$ cat config.mk
export PLATFORM = sky130hd
export DESIGN_NAME = frame_difference_color_change_detector
export DESIGN_NICKNAME = d
export VERILOG_FILES = /design/src/design/fdcc_pkg.sv /design/src/design/fdcc_pixel_test.sv /design/src/design/fdcc_frame_tally.sv /design/src/design/frame_difference_color_change_detector.sv
export VERILOG_INCLUDE_DIRS = /design/src /design/src/design
export SDC_FILE = /design/constraint.sdc
export NUM_CORES = 1
export LEC_CHECK = 0
export ABC_CLOCK_PERIOD_IN_PS = 10960
export BUFFER_PORTS_ARGS = -buffer_cell sky130_fd_sc_hd__buf_2
export CAP_MARGIN = 25
export CORE_ASPECT_RATIO = 0.6
export CORE_MARGIN = 2
export CORE_UTILIZATION = 50
export CTS_CLUSTER_SIZE = 20
export DETAILED_ROUTE_END_ITERATION = 7
export PLACE_DENSITY = 0.68
export SLEW_MARGIN = 30
export SYNTH_ARGS = -nofsm -noshare
export SYNTH_HDL_FRONTEND = slang
export SYNTH_SLANG_ARGS = --single-unit
export TNS_END_PERCENT = 5
$ cat constraint.sdc
create_clock -name clk_i -period 10.96 [get_ports clk_i]
set_clock_uncertainty 0.15 [all_clocks]
set_input_delay 0.548 -clock clk_i [delete_from_list [all_inputs] [get_ports clk_i]]
set_output_delay 0.548 -clock clk_i [all_outputs]
set_load 0.02 [all_outputs]
$ cat src/design/frame_difference_color_change_detector_defines.svh
// assertion macros used by the frame tally module of the frame difference detector
// expects clk_i and the active-low rst_ni in the scope of each use
`ifndef FRAME_DIFFERENCE_COLOR_CHANGE_DETECTOR_DEFINES_SVH
`define FRAME_DIFFERENCE_COLOR_CHANGE_DETECTOR_DEFINES_SVH

// condition must hold at every clock edge outside reset
`define FDCC_ASSERT(label, cond, msg) \
  label: assert property (@(posedge clk_i) disable iff (!rst_ni) (cond)) else $error(msg);

// consequent must hold in the same cycle as the antecedent
`define FDCC_ASSERT_IMPL(label, ante, cons, msg) \
  label: assert property (@(posedge clk_i) disable iff (!rst_ni) (ante) |-> (cons)) \
    else $error(msg);

// consequent must hold in the cycle after the antecedent
`define FDCC_ASSERT_NEXT(label, ante, cons, msg) \
  label: assert property (@(posedge clk_i) disable iff (!rst_ni) (ante) |=> (cons)) \
    else $error(msg);

`endif

$ cat src/design/fdcc_pkg.sv
// shared types and constants of the frame difference color change detector
// no dependencies
`timescale 1ns / 1ps
`default_nettype none

package fdcc_pkg;

  localparam int PIX_W        = 8;
  localparam int CFG_DIM_W    = 13;
  localparam int CFG_ROW_W    = 12;
  localparam int CFG_THR_W    = 8;
  localparam int CFG_CNT_W    = 24;
  localparam int CFG_IDX_W    = 3;
  localparam int CFG_DATA_W   = 24;
  localparam int OUT_COUNT_W  = 24;

  localparam int DEF_DIM_BITS   = 12;
  localparam int DEF_COUNT_BITS = 24;

  localparam logic [CFG_DIM_W-1:0] RST_IMAGE_WIDTH       = 13'd640;
  localparam logic [CFG_DIM_W-1:0] RST_IMAGE_HEIGHT      = 13'd480;
  localparam logic [CFG_ROW_W-1:0] RST_START_ROW         = 12'd300;
  localparam logic [CFG_THR_W-1:0] RST_CHANNEL_THRESHOLD = 8'd40;
  localparam logic [CFG_CNT_W-1:0] RST_COUNT_THRESHOLD   = 24'd1250;

  typedef enum logic [CFG_IDX_W-1:0] {
    CFG_IMAGE_WIDTH       = 3'd0,
    CFG_IMAGE_HEIGHT      = 3'd1,
    CFG_START_ROW         = 3'd2,
    CFG_CHANNEL_THRESHOLD = 3'd3,
    CFG_COUNT_THRESHOLD   = 3'd4
  } cfg_idx_e;

  typedef struct packed {
    logic [CFG_DIM_W-1:0] image_width;
    logic [CFG_DIM_W-1:0] image_height;
    logic [CFG_ROW_W-1:0] start_row;
    logic [CFG_THR_W-1:0] channel_threshold;
    logic [CFG_CNT_W-1:0] count_threshold;
  } cfg_t;

  // pixel presented to the frame tally
  typedef struct packed {
    logic vld;
    logic hit;
  } pix_t;

endpackage

`default_nettype wire

$ cat src/design/fdcc_pixel_test.sv
// per-pixel color change test: channel differences and pairwise threshold
// depends on fdcc_pkg
`timescale 1ns / 1ps
`default_nettype none

module fdcc_pixel_test
  import fdcc_pkg::*;
(
  input  wire logic [PIX_W-1:0]     cur_blue_i,
  input  wire logic [PIX_W-1:0]     cur_green_i,
  input  wire logic [PIX_W-1:0]     cur_red_i,
  input  wire logic [PIX_W-1:0]     prev_blue_i,
  input  wire logic [PIX_W-1:0]     prev_green_i,
  input  wire logic [PIX_W-1:0]     prev_red_i,
  input  wire logic [CFG_THR_W-1:0] threshold_i,
  output logic                      hit_o
);

  function automatic logic [PIX_W-1:0] sat_sub(input logic [PIX_W-1:0] a,
                                               input logic [PIX_W-1:0] b);
    return (a > b) ? a - b : '0;
  endfunction

  function automatic logic [PIX_W-1:0] abs_diff(input logic [PIX_W-1:0] a,
                                                input logic [PIX_W-1:0] b);
    return (a > b) ? a - b : b - a;
  endfunction

  logic [PIX_W-1:0] diff_b, diff_g, diff_r;

  always_comb begin
    diff_b = sat_sub(cur_blue_i, prev_blue_i);
    diff_g = sat_sub(cur_green_i, prev_green_i);
    diff_r = sat_sub(cur_red_i, prev_red_i);
    hit_o  = (abs_diff(diff_b, diff_g) > threshold_i) ||
             (abs_diff(diff_b, diff_r) > threshold_i) ||
             (abs_diff(diff_r, diff_g) > threshold_i);
  end

endmodule

`default_nettype wire

$ cat src/design/fdcc_frame_tally.sv
// raster position tracking, saturating changed-pixel tally, barrier flag
// and the registered result beat; depends on fdcc_pkg and the defines header
`timescale 1ns / 1ps
`default_nettype none
`include "frame_difference_color_change_detector_defines.svh"

module fdcc_frame_tally
  import fdcc_pkg::*;
#(
  parameter int DIM_BITS   = DEF_DIM_BITS,
  parameter int COUNT_BITS = DEF_COUNT_BITS
) (
  input  wire logic                   clk_i,
  input  wire logic                   rst_ni,
  input  wire cfg_t                   cfg_i,
  input  wire pix_t                   pix_i,
  output logic                        take_o,
  output logic                        out_valid_o,
  input  wire logic                   out_stall_i,
  output logic                        barrier_present_o,
  output logic                        barrier_changed_o,
  output logic [OUT_COUNT_W-1:0]      changed_pixel_count_o
);

  localparam int CmpW = (DIM_BITS + 1 > CFG_DIM_W) ? DIM_BITS + 1 : CFG_DIM_W;
  localparam int RowW = (DIM_BITS > CFG_ROW_W) ? DIM_BITS : CFG_ROW_W;
  localparam int ThW  = (COUNT_BITS > CFG_CNT_W) ? COUNT_BITS : CFG_CNT_W;
  localparam logic [CmpW-1:0] DimOne = {{(CmpW-1){1'b0}}, 1'b1};
  localparam logic [CmpW-1:0] DimTop = DimOne << DIM_BITS;
  localparam logic [OUT_COUNT_W-1:0] ShowMax = '1;

  logic [DIM_BITS-1:0]   col_q, col_d, row_q, row_d;
  logic [COUNT_BITS-1:0] tally_q, tally_d, tally_inc;
  logic                  flag_q, flag_d;
  logic                  out_vld_q, out_vld_d;
  logic                  present_q, changed_q;
  logic [OUT_COUNT_W-1:0] count_q;

  logic [CmpW-1:0] w_ext, h_ext, w_eff, h_eff, col_next, row_next;
  logic [ThW-1:0]  tally_ext;
  logic            row_ok, last_col, last_row, last_pix, out_ready, present;
  logic            frame_take;
  logic [OUT_COUNT_W-1:0] shown;

  always_comb begin
    w_ext = CmpW'(cfg_i.image_width);
    h_ext = CmpW'(cfg_i.image_height);
    // zero acts as one, oversize clamps to the position range
    w_eff = (w_ext == '0) ? DimOne : ((w_ext > DimTop) ? DimTop : w_ext);
    h_eff = (h_ext == '0) ? DimOne : ((h_ext > DimTop) ? DimTop : h_ext);

    col_next = CmpW'(col_q) + DimOne;
    row_next = CmpW'(row_q) + DimOne;
    last_col = col_next >= w_eff;
    last_row = row_next >= h_eff;
    last_pix = last_col && last_row;

    row_ok    = RowW'(row_q) >= RowW'(cfg_i.start_row);
    tally_inc = (pix_i.hit && row_ok && (tally_q != '1)) ? tally_q + 1'b1 : tally_q;
    tally_ext = ThW'(tally_inc);
    present   = tally_ext > ThW'(cfg_i.count_threshold);
    shown     = (tally_ext > ThW'(ShowMax)) ? ShowMax : OUT_COUNT_W'(tally_ext);

    out_ready  = !out_vld_q || !out_stall_i;
    take_o     = pix_i.vld && (!last_pix || out_ready);
    frame_take = take_o && last_pix;

    col_d   = col_q;
    row_d   = row_q;
    tally_d = tally_q;
    flag_d  = flag_q;
    if (take_o) begin
      col_d   = last_col ? '0 : col_next[DIM_BITS-1:0];
      tally_d = last_pix ? '0 : tally_inc;
      if (last_col) begin
        row_d = last_row ? '0 : row_next[DIM_BITS-1:0];
      end
      if (last_pix) begin
        flag_d = present;
      end
    end

    out_vld_d = out_vld_q;
    if (frame_take) begin
      out_vld_d = 1'b1;
    end else if (!out_stall_i) begin
      out_vld_d = 1'b0;
    end
  end

  always_ff @(posedge clk_i or negedge rst_ni) begin
    if (!rst_ni) begin
      col_q     <= '0;
      row_q     <= '0;
      tally_q   <= '0;
      flag_q    <= 1'b0;
      out_vld_q <= 1'b0;
    end else begin
      col_q     <= col_d;
      row_q     <= row_d;
      tally_q   <= tally_d;
      flag_q    <= flag_d;
      out_vld_q <= out_vld_d;
    end
  end

  always_ff @(posedge clk_i) begin
    if (frame_take) begin
      present_q <= present;
      changed_q <= present ^ flag_q;
      count_q   <= shown;
    end
  end

  assign out_valid_o           = out_vld_q;
  assign barrier_present_o     = present_q;
  assign barrier_changed_o     = changed_q;
  assign changed_pixel_count_o = count_q;

  `FDCC_ASSERT(a_no_overwrite, !(frame_take && out_vld_q && out_stall_i), "result beat overwritten")
  `FDCC_ASSERT_IMPL(a_rise_from_frame, $rose(out_vld_q), $past(frame_take), "result without frame end")
  `FDCC_ASSERT_NEXT(a_tally_cleared, frame_take, tally_q == '0, "tally not cleared at frame end")
  `FDCC_ASSERT_NEXT(a_row_holds, take_o && !last_col, row_q == $past(row_q), "row moved mid-row")

endmodule

`default_nettype wire

$ cat src/design/frame_difference_color_change_detector.sv
// channel    | handshake                   | payload
// cfg        | cfg_valid_i / cfg_ready_o   | cfg_index_i, cfg_data_i
// pixel in   | in_valid_i / in_stall_o     | cur_* and prev_* bytes
// result out | out_valid_o / out_stall_i   | barrier_present, barrier_changed, count
//
// one pixel beat is taken every cycle while no stalled result holds the frame's last
// pixel; a result passes through the input register and then the result register
// reset clears positions, tally and barrier flag and loads register defaults
// a full result register under stall holds back only the frame's last pixel
// top level: config registers and pixel input register; depends on fdcc_pkg,
// fdcc_pixel_test and fdcc_frame_tally
`timescale 1ns / 1ps
`default_nettype none

module frame_difference_color_change_detector
  import fdcc_pkg::*;
#(
  parameter int DIM_BITS   = DEF_DIM_BITS,
  parameter int COUNT_BITS = DEF_COUNT_BITS
) (
  input  wire logic                   clk_i,
  input  wire logic                   rst_ni,
  input  wire logic                   cfg_valid_i,
  output logic                        cfg_ready_o,
  input  wire logic [CFG_IDX_W-1:0]   cfg_index_i,
  input  wire logic [CFG_DATA_W-1:0]  cfg_data_i,
  input  wire logic                   in_valid_i,
  output logic                        in_stall_o,
  input  wire logic [PIX_W-1:0]       cur_blue_i,
  input  wire logic [PIX_W-1:0]       cur_green_i,
  input  wire logic [PIX_W-1:0]       cur_red_i,
  input  wire logic [PIX_W-1:0]       prev_blue_i,
  input  wire logic [PIX_W-1:0]       prev_green_i,
  input  wire logic [PIX_W-1:0]       prev_red_i,
  output logic                        out_valid_o,
  input  wire logic                   out_stall_i,
  output logic                        barrier_present_o,
  output logic                        barrier_changed_o,
  output logic [OUT_COUNT_W-1:0]      changed_pixel_count_o
);

  cfg_t cfg_q, cfg_d;

  logic             s1_vld_q, s1_vld_d;
  logic [PIX_W-1:0] cb_q, cg_q, cr_q, pb_q, pg_q, pr_q;
  logic             accept, take, hit;
  pix_t             pix;

  assign cfg_ready_o = 1'b1;

  always_comb begin
    cfg_d = cfg_q;
    if (cfg_valid_i && cfg_ready_o) begin
      case (cfg_idx_e'(cfg_index_i))
        CFG_IMAGE_WIDTH:       cfg_d.image_width       = cfg_data_i[CFG_DIM_W-1:0];
        CFG_IMAGE_HEIGHT:      cfg_d.image_height      = cfg_data_i[CFG_DIM_W-1:0];
        CFG_START_ROW:         cfg_d.start_row         = cfg_data_i[CFG_ROW_W-1:0];
        CFG_CHANNEL_THRESHOLD: cfg_d.channel_threshold = cfg_data_i[CFG_THR_W-1:0];
        CFG_COUNT_THRESHOLD:   cfg_d.count_threshold   = cfg_data_i[CFG_CNT_W-1:0];
        default: begin
          cfg_d = cfg_q;
        end
      endcase
    end
  end

  // input register frees up when the tally takes its beat
  assign in_stall_o = s1_vld_q && !take;
  assign accept     = in_valid_i && !in_stall_o;

  always_comb begin
    s1_vld_d = s1_vld_q;
    if (accept) begin
      s1_vld_d = 1'b1;
    end else if (take) begin
      s1_vld_d = 1'b0;
    end
  end

  always_ff @(posedge clk_i or negedge rst_ni) begin
    if (!rst_ni) begin
      cfg_q.image_width       <= RST_IMAGE_WIDTH;
      cfg_q.image_height      <= RST_IMAGE_HEIGHT;
      cfg_q.start_row         <= RST_START_ROW;
      cfg_q.channel_threshold <= RST_CHANNEL_THRESHOLD;
      cfg_q.count_threshold   <= RST_COUNT_THRESHOLD;
      s1_vld_q                <= 1'b0;
    end else begin
      cfg_q    <= cfg_d;
      s1_vld_q <= s1_vld_d;
    end
  end

  always_ff @(posedge clk_i) begin
    if (accept) begin
      cb_q <= cur_blue_i;
      cg_q <= cur_green_i;
      cr_q <= cur_red_i;
      pb_q <= prev_blue_i;
      pg_q <= prev_green_i;
      pr_q <= prev_red_i;
    end
  end

  fdcc_pixel_test u_pixel_test (
    .cur_blue_i   (cb_q),
    .cur_green_i  (cg_q),
    .cur_red_i    (cr_q),
    .prev_blue_i  (pb_q),
    .prev_green_i (pg_q),
    .prev_red_i   (pr_q),
    .threshold_i  (cfg_q.channel_threshold),
    .hit_o        (hit)
  );

  assign pix.vld = s1_vld_q;
  assign pix.hit = hit;

  fdcc_frame_tally #(
    .DIM_BITS   (DIM_BITS),
    .COUNT_BITS (COUNT_BITS)
  ) u_frame_tally (
    .clk_i                 (clk_i),
    .rst_ni                (rst_ni),
    .cfg_i                 (cfg_q),
    .pix_i                 (pix),
    .take_o                (take),
    .out_valid_o           (out_valid_o),
    .out_stall_i           (out_stall_i),
    .barrier_present_o     (barrier_present_o),
    .barrier_changed_o     (barrier_changed_o),
    .changed_pixel_count_o (changed_pixel_count_o)
  );

endmodule

`default_nettype wire
After elaboration in Yosys (flattened, before gate mapping) --
Cells that the tools add are included.
Cells by class: muxes and demuxes 18, reductions and logical operators 27, bitwise logic cells 1, eq/ne operators 6, $add $sub $neg 12, magnitude comparators 16
Operator list (count):
- greater-than comparator 8 bit | 9
- subtractor 8 bit | 9
- two-way mux 13 bit | 4
- two-way mux 24 bit | 2
- two-way mux 8 bit | 6
- adder 12 x 1 -> 13 bit, second input constant | 2
- greater-or-equal comparator 13 bit | 2
- greater-than comparator 13 bit, second input constant | 2
- logical NOT 13 bit | 2
- adder 24 x 1 -> 24 bit, second input constant | 1
- greater-than comparator 24 bit | 1
- greater-than comparator 24 bit, second input constant | 1
- two-way mux 12 bit | 2
- inequality test 24 bit, second input constant | 1
- AND reduction 2 bit | 7
- greater-or-equal comparator 12 bit | 1
- logical AND 1 bit | 7
- == test 3 x 2 -> 1 bit, second input constant | 2
- logical NOT 1 bit | 5
- logical OR 1 bit | 4
- two-way mux 1 bit | 4
- == test 3 x 1 -> 1 bit, second input constant | 1
- == test 3 bit, second input constant | 1
- logical NOT 3 bit | 1
- other kinds (3) | 3
Word-level totals: output and inout port bits 29, input bits 80, register bits 195

Logic depth before layout (Yosys ltp) --
Gate-level depths: netlist (run 1).
word-level depth 13, mapped depth 41, depth with buffers taken out 38

Cells and area by module --
From an unflattened synthesis (run 1), not the netlist that was laid out.
Unflattened totals: cells, all modules 1316, area total of the unflattened synthesis 13763.2 µm²
By module, submodules not included:
- fdcc_frame_tally | area an instance 5901.9 µm², instances 1, cells an instance 642
- frame_difference_color_change_detector | area an instance 4262.8 µm², instances 1, cells an instance 206
- fdcc_pixel_test | area an instance 3598.5 µm², instances 1, cells an instance 468

Worst setup path before layout (run 1) --
Ideal clock, no wire load.
path kind flip-flop to flip-flop, from reg pg_q[0], to reg u_frame_tally.changed_q (netlist: u_frame_tally.barrier_changed_o) (data pin), required time 10.538 ns, arrival time 7.421 ns, buffers on the path 2, path slack 3.117 ns, stages on the path, launching flop included 39, cells stage by stage edfxtp_1 ha_1 fa_1 nand2b_1 a211oi_1 nor2_1 or2_2 inv_1 ha_1 inv_1 fa_1 a21o_1 a21oi_1 o21ai_1 o21ai_2 o21ai_0 nor4_1 nor3_1 [... 3 more ...] nor2b_1 o21ai_0 nand2b_1 o22a_1 nor3_1 buf_2 buf_2 nor2_1 xnor2_1 ha_1 a21o_1 a21o_1 a21o_1 a221oi_1 o22ai_1 a2111oi_0 o21ai_0 xor2_1
On the way: word-level cells in the longest chain between the ends 12, elaborated cells between the ends (all ways) 20, classes of those cells 5 x add/sub; 6 x order compare; 4 x mux; 1 x bitwise; 4 x reduce/logical
Ends and longest elaborated chain:
- from (decl) | RTL line frame_difference_color_change_detector.sv:45 | logic [PIX_W-1:0] cb_q, cg_q, cr_q, pb_q, pg_q, pr_q;
- from (signal assigned) | RTL line frame_difference_color_change_detector.sv:100 | pg_q <= prev_green_i;
- subtractor 8 bit / greater-than comparator 8 bit (equally long branches) | RTL line fdcc_pixel_test.sv:21 | return (a > b) ? a - b : '0;
- two-way mux 8 bit (*) | RTL line fdcc_pixel_test.sv:21
- subtractor 8 bit / greater-than comparator 8 bit (equally long branches) | RTL line fdcc_pixel_test.sv:26 | return (a > b) ? a - b : b - a;
- two-way mux 8 bit | RTL line fdcc_pixel_test.sv:26
- greater-than comparator 8 bit | RTL line fdcc_pixel_test.sv:35 | hit_o = (abs_diff(diff_b, diff_g) > threshold_i) ||
- logical OR 1 bit | RTL line fdcc_pixel_test.sv:35
- logical OR 1 bit (*) | RTL line fdcc_pixel_test.sv:36 | (abs_diff(diff_b, diff_r) > threshold_i) ||
- logical AND 1 bit (*) (2 in series) | RTL line fdcc_frame_tally.sv:59 | tally_inc = (pix_i.hit && row_ok && (tally_q != '1)) ? tally_q + 1'b1 : tally_q;
- two-way mux 24 bit (*) | RTL line fdcc_frame_tally.sv:59
- via u_frame_tally.tally_ext[9] | RTL line fdcc_frame_tally.sv:40 | logic [ThW-1:0] tally_ext;
- greater-than comparator 24 bit (*) | RTL line fdcc_frame_tally.sv:61 | present = tally_ext > ThW'(cfg_i.count_threshold);
- via u_frame_tally.present | RTL line fdcc_frame_tally.sv:41 | logic row_ok, last_col, last_row, last_pix, out_ready, present;
- bitwise XOR 1 bit (*) | RTL line fdcc_frame_tally.sv:110 | changed_q <= present ^ flag_q;
- to (signal assigned) | RTL line fdcc_frame_tally.sv:110
- to (decl) | RTL line fdcc_frame_tally.sv:36 | logic present_q, changed_q;
The timed path passes the listed nets; every way through them passes the cells marked *. A chain may end at the register's enable or synchronous reset.

Worst setup path after layout (run 1) --
from reg pb_q[0], to reg u_frame_tally.changed_q (netlist: u_frame_tally.barrier_changed_o) (data pin)
On the way: word-level cells in the longest chain between the ends 12, elaborated cells between the ends (all ways) 20, classes of those cells 5 x add/sub; 6 x order compare; 4 x mux; 1 x bitwise; 4 x reduce/logical
Ends and longest elaborated chain:
- from (decl) | RTL line frame_difference_color_change_detector.sv:45
- from (signal assigned) | RTL line frame_difference_color_change_detector.sv:99 | pb_q <= prev_blue_i;
- subtractor 8 bit / greater-than comparator 8 bit (equally long branches) | RTL line fdcc_pixel_test.sv:21
- two-way mux 8 bit (*) | RTL line fdcc_pixel_test.sv:21
- subtractor 8 bit / greater-than comparator 8 bit (equally long branches) | RTL line fdcc_pixel_test.sv:26
- two-way mux 8 bit | RTL line fdcc_pixel_test.sv:26
- greater-than comparator 8 bit, on equally long branches | RTL line fdcc_pixel_test.sv:35, fdcc_pixel_test.sv:36
- logical OR 1 bit (*) | RTL line fdcc_pixel_test.sv:35
- logical OR 1 bit (*) | RTL line fdcc_pixel_test.sv:36
- logical AND 1 bit (*) (2 in series) | RTL line fdcc_frame_tally.sv:59
- two-way mux 24 bit (*) | RTL line fdcc_frame_tally.sv:59
- via u_frame_tally.tally_ext[9] | RTL line fdcc_frame_tally.sv:40
- greater-than comparator 24 bit (*) | RTL line fdcc_frame_tally.sv:61
- via u_frame_tally.present | RTL line fdcc_frame_tally.sv:41
- bitwise XOR 1 bit (*) | RTL line fdcc_frame_tally.sv:110
Marked as above.

==> results of run 1 <==
-- worst max-delay path, delay by kind of cell, from the launching register on --
| kind | cells | cell delay (ps) |
|---|---|---|
| muxes | 1 | 410 |
| adders and majority gates | 5 | 1550 |
| xor gates and xnor gates | 2 | 350 |
| DFF | 1 | 380 |
| buffers and inverters | 1 | 400 |
| and+or+nand+nor | 9 | 1830 |
| AOI/OAI and AO/OA | 15 | 3740 |
-- worst paths after layout --
check,start,end,slack (ps)
min,rst_ni,u_frame_tally.tally_q[20]$_DFFE_PN0P_,-0.4
min reg2reg,u_frame_tally.tally_q[9]$_DFFE_PN0P_,u_frame_tally.tally_q[9]$_DFFE_PN0P_,340
max reg2reg,pb_q[0]$_DFFE_PP_,u_frame_tally.barrier_changed_o$_DFFE_PP_,1900
min in group clk_i,cur_blue_i[2],cb_q[2]$_DFFE_PP_,110
max,pb_q[0]$_DFFE_PP_,u_frame_tally.barrier_changed_o$_DFFE_PP_,1900
max in group asynchronous,rst_ni,cfg_q[65]$_DFFE_PN0P_,9300
-- cells in the final DEF, fill, tap and decap left out, types with 53 or more instances in the layout --
cell	instances
dfrtp_1	104
xor2_1	53
nand2_1	169
nor2_1	72
inv_1	123
ha_1	154
o21ai_0	104
a21oi_1	57
edfxtp_1	74
buf_2	106
-- through the flow --
step                      cell area [um^2]  instances
after floorplan                      13820       1458
after global placement               14680       1884
after detailed placement             14700       1885
after CTS                            15290       1917
after global routing                 15320       1918
final                                15320       1918
-- cell usage after synthesis, types with 16 or more instances --
cell / count / area [um^2]
nor3_1: 29 / 145.1
mux2_2: 41 / 461.7
nand3_1: 35 / 175.2
nor2_1: 72 / 270.3
ha_1: 154 / 1927
dfstp_2: 17 / 446.7
nand2_1: 169 / 634.4
dfrtp_1: 104 / 2603
and2_1: 17 / 106.4
xor2_1: 53 / 464.2
o21ai_0: 104 / 520.5
clkbuf_1: 36 / 135.1
a21o_1: 24 / 180.2
a21oi_1: 57 / 285.3
xnor2_1: 42 / 367.9
a31oi_1: 16 / 100.1
o21a_1: 17 / 127.6
inv_1: 123 / 461.7
nand4_1: 33 / 206.5
edfxtp_1: 74 / 2222
nor2b_1: 17 / 106.4
-- layout make-up --
type / count / area, um^2 / share of cell area (%)
clock buffer: 19 / 442.9 / 2.892
multi-input combinational: 1080 / 7881 / 51.46
sequential: 195 / 5271 / 34.42
clock inverter: 13 / 143.9 / 0.9395
timing repair buffer: 119 / 648.1 / 4.232
tap: 367 / 459.2 / 2.998
inverter: 125 / 469.2 / 3.063
-- routing by layer --
layer / vias to the layer above / GRT usage, % / wire (um)
li1: 5312 / - / -
met1: 5289 / 38.98 / 17880
met5: - / 0 / 0
met2: 329 / 33.46 / 13640
met3: 33 / 6.759 / 2754
met4: 0 / 5.518 / 429
-- logic make-up after synthesis --
family | after synthesis | synth area share [%]
AO/OA/AOI/OAI | 305 | 14.29
XOR/XNOR | 96 | 6.139
adder cells (fa/ha/maj) | 168 | 15.61
buffers and inverters | 183 | 5.287
flip-flops | 195 | 38.14
multiplexers | 55 | 4.364
other | 1 | 0.02714
AND/OR/NAND/NOR | 455 | 16.14
-- registers in the layout, indices dropped and copies added (netlist names), 12 cells and up --
| register | count |
|---|---|
| u_frame_tally.tally_q | 24 |
| u_frame_tally.row_q | 12 |
| u_frame_tally.col_q | 12 |
| cfg_q | 70 |
| u_frame_tally.changed_pixel_count_o | 24 |
-- report_power, final --
| group | switching [uW] | internal (uW) |
|---|---|---|
| Clock | 313 | 329 |
| Combinational | 938 | 643 |
| Sequential | 88.9 | 872 |
==> flow_metrics.tcl, run 1 <==
set metrics [dict create \
    place_ws_ps 2013 \
    max_freq_ghz 0.1103 \
    cts_setup_buffers 0 \
    cts_resized 0 \
    grt_util_all_layers_pct 24.85 \
    syn_area_um2 13820 \
    initial_utilization_pct 50.54 \
    clockBufferDepth 2 \
    finalPower_uw 3183 \
    seq_area_frac_synth_pct 38.14 \
    tightest_slew_ps 897.2 \
    worstSetupStartpointType "flop" \
    num_antenna_cells 0 \
    utilization_pct 56.01 \
    synthCells 1458 \
    cts-hold-fix-buffers 0 \
    slowest_stage "a211oi_2" \
    via_count 10960 \
    cp.arrival_ps 9120 \
    synth_nets 1701 \
    place.gp.congestion 0.9201 \
    crit_top_cell "ha_1" \
    crit_path_end_kind "flop" \
    path_clk_slew_ps 80 \
    post-route-period-util_pct 82.70 \
    yosys_warnings 0 \
    coreArea_um2 27350 \
    routed_wl_um 34710 \
    worstSetupPathType "flop to flop" \
    antenna_found_initial 0 \
    dieArea_um2 29030 \
    status "finished with violations" \
    cts_tree "yes" \
    dpl.hpwl_um 27040 \
    worst-path-max-fanout 40 \
    first_iter_violations 939 \
    p_leak_uw 0.007019 \
    setup_slack_ps 1896 \
    hold_viol 3 \
    finalSetupViolCount 0 \
    cts_buffers 17 \
    fin_nets 1781 \
    timing.hold.ws_ps -0.4384 \
    cts-htree-levels 4 \
    clock-root-buffer "clkbuf_16" \
    layout-drive-gt1-share_pct 15.47 \
    grt_overflow 0 \
    ys_async_sr_fraction_pct 62.05 \
    reg2regPathDepth 33 \
    failed_checks "hold timing" \
    syn_avg_cell_area_um2 9.478 \
    rsz0062_at_grt "no" \
    cp.required_ps 11010 \
    clock_sinks 195 \
    hp-class "input pin to asynchronous set/reset pin" \
    period_needed_ps 9064 \
    io_buffers 107 \
    wl_per_cell_um 18.10 \
    slew_headroom_pct 40.19 \
    area_delta_synth_final_pct 10.83 \
    grt_pass1_vias 10530 \
    slowest_delay_ps 740 \
    drv_cap 0 \
    grt_pass1_wl_um 56670 \
    fillers 2483 \
    ioPinCount 109 \
    ant_nets 0 \
    fin_tns_setup_ps 0 \
    viasPerCell 5.716 \
    insertion_delay_ps 460 \
    die_w_um 218.6 \
    drt_first_pass_iters 5 \
    synth_edf_count 74 \
    slew_viol_final 0 \
    synthFlopType "dfrtp_1" \
    drc 0 \
    rows 47 \
    synth_seq_cells 195 \
    grt_max_degree 65 \
    die_h_um 132.8 \
    ys_types 80 \
    p_per_area_nw_per_um2 207.8 \
    ir_drop_uv 122.5 \
]
Note: power is estimated with default switching activity, not from simulation.
==> run 2: changes to the inputs <==
- ABC_CLOCK_PERIOD_IN_PS: 10960 -> 8800
- clock period: 10.96 -> 8.8 ns (I/O delays scaled with it)
==> run 2 against run 1 <==
Against the previous run:
- the run now ends clean
- combinational power up 35%
- non-clock buffer count increased by 41
- fmax up 11%
- register-to-register slack worse by 1200 ps
- largest cell class unchanged
- largest power group unchanged
- highest routed layer unchanged
==> flow_metrics.tcl, run 2 (synthesized netlist as in run 1, its figures left out) <==
set metrics [dict create \
    grt_pass1_wl_um 56590 \
    clock_sinks 195 \
    cts-htree-levels 4 \
    num_antenna_cells 0 \
    crit_path_end_kind "flop" \
    post-route-period-util_pct 92.50 \
    routed_wl_um 35550 \
    cts_buffers 17 \
    grt_util_all_layers_pct 24.95 \
    wl_per_cell_um 18.15 \
    largest_register_ffs 70 \
    path_clk_slew_ps 70 \
    ir_drop_uv 146.5 \
    fin_tns_setup_ps 0 \
    drc 0 \
    clock-root-buffer "clkbuf_16" \
    drt_first_pass_iters 7 \
    cp.arrival_ps 8180 \
    slew_viol_final 0 \
    final_common_cell "nand2_1" \
    via_count 11160 \
    layout-drive-gt1-share_pct 16.21 \
    cp.required_ps 8840 \
    place_ws_ps 394.5 \
    status "completed" \
    mostFrequentLayoutCells "nand2_1, ha_1, inv_1" \
    gr-max-usage-layer "met1" \
    use_met1_pct 39.87 \
    p_leak_uw 0.007210 \
    die_w_um 218.6 \
    clockBufferDepth 2 \
    insertion_delay_ps 450 \
    cts_tree "yes" \
    r2r_end "u_frame_tally.barrier_changed_o$_DFFE_PP_" \
    finalSetupViolCount 0 \
    grt_overflow 0 \
    antenna_found_initial 0 \
    hold_viol 0 \
    worstSetupPathType "flop to flop" \
    slowest_stage "or3_4" \
    r2r-start "cr_q[1]$_DFFE_PP_" \
    reg2reg_slack_ps 660 \
    cp-startpoint "cr_q[1]$_DFFE_PP_" \
    fin_nets 1822 \
    tightest_slew_ps 839.2 \
    hp-class "input pin to flop" \
    drv_cap 0 \
    rows 47 \
    grtUsageMet2_pct 33.07 \
    crit_end "u_frame_tally.barrier_changed_o$_DFFE_PP_" \
    setup_slack_ps 659.9 \
    reg2regPathDepth 34 \
    regMostFlops "cfg_q" \
    worstSetupStartpointType "flop" \
    dpl.hpwl_um 26760 \
    slowest_delay_ps 460 \
    first_iter_violations 960 \
    dieArea_um2 29030 \
    die_h_um 132.8 \
    initial_utilization_pct 50.54 \
    area_delta_synth_final_pct 14.15 \
    coreArea_um2 27350 \
    ant_nets 0 \
    grt_use_met3_pct 5.632 \
    grt_pass1_vias 10610 \
    ioPinCount 109 \
    period_needed_ps 8140 \
    place.gp.congestion 0.9890 \
    grt_max_degree 75 \
    slew_headroom_pct 44.05 \
    crit_top_cell "ha_1" \
    viasPerCell 5.699 \
    io_buffers 107 \
    p_per_area_nw_per_um2 262.0 \
    max_freq_ghz 0.1228 \
    worst-path-max-fanout 20 \
    rsz0062_at_grt "no" \
]
run 2: cell types whose count changed in the layout (fill, tap and decap cells not counted), moves of 3 or more:
cell and change:
buf_4 +7, o21ai_1 +5, o21ai_0 -6, dlygate4sd3_1 +31, clkbuf_16 +3, clkinv_4 -3
run 2: final cells by class:
cell class	count	area [um^2]
multi-input combinational	1080	7936
timing repair buffer	160	1046
inverter	125	469.2
sequential	195	5271
clock buffer	21	483.0
tap	367	459.2
fill	2406	11570
clock inverter	11	110.1
run 2: power by group:
| group | internal, uW | leakage (uW) | total, uW | switching [uW] |
|---|---|---|---|---|
| registers | 1090 | 0.00218 | 1200 | 110 |
| clock network | 431 | 0.000292 | 807 | 376 |
| logic | 895 | 0.00473 | 2130 | 1240 |
run 2: how the worst min path moves through the flow:
| stage | endpoint | depth (start not counted) | start | slack (ps) |
|---|---|---|---|---|
| after floorplan | cfg_q[0]$_DFFE_PN0P_ | 0 | rst_ni | -6 |
| after global placement | u_frame_tally.tally_q[9]$_DFFE_PN0P_ | 1 | u_frame_tally.tally_q[9]$_DFFE_PN0P_ | 330 |
| after CTS | cg_q[3]$_DFFE_PP_ | 1 | cur_green_i[3] | 0.004 |
| after global routing | cr_q[5]$_DFFE_PP_ | 1 | cur_red_i[5] | 1 |
| after detailed placement | u_frame_tally.tally_q[9]$_DFFE_PN0P_ | 1 | u_frame_tally.tally_q[9]$_DFFE_PN0P_ | 330 |
| final | cg_q[3]$_DFFE_PP_ | 1 | cur_green_i[3] | 20 |
run 2: routing by layer:
metal	part of all wire, %	up-vias
met5	0	-
met3	7.3	34
met2	39	385
met1	52	5355
met4	1.5	0
li1	-	5390
run 2: critical path, delay by kind of cell, from the launching register on:
family                   cells  cell delay [ps]
AO/OA/AOI/OAI               15             2700
XOR/XNOR                     2              280
adder cells (fa/ha/maj)      4             1260
buffers and inverters        2              380
flip-flops                   1              420
multiplexers                 2              710
AND/OR/NAND/NOR              9             1980
run 2: timing repair:
item / CTS / global route
buffers inserted: 0 / 4
hold buffers: 29 / 2
resized for setup: 0 / 19
hold endpoints to repair: 66 / 2
setup endpoints to repair: 0 / 3
run 2: through the flow:
stage                     power, uW  instance area, um^2  std cells  hold slack (ps)  utilization (%)
after detailed placement       3181                14750       1890            329.6            53.95
after global placement         3139                14730       1889            325.5            53.88
after floorplan                2664                13820       1458           -5.591                -
after CTS                      4014                15640       1951         0.003997            57.18
final                          4133                15780       1959            20.88            57.69
after global routing           4442                15780       1959            1.366            57.69
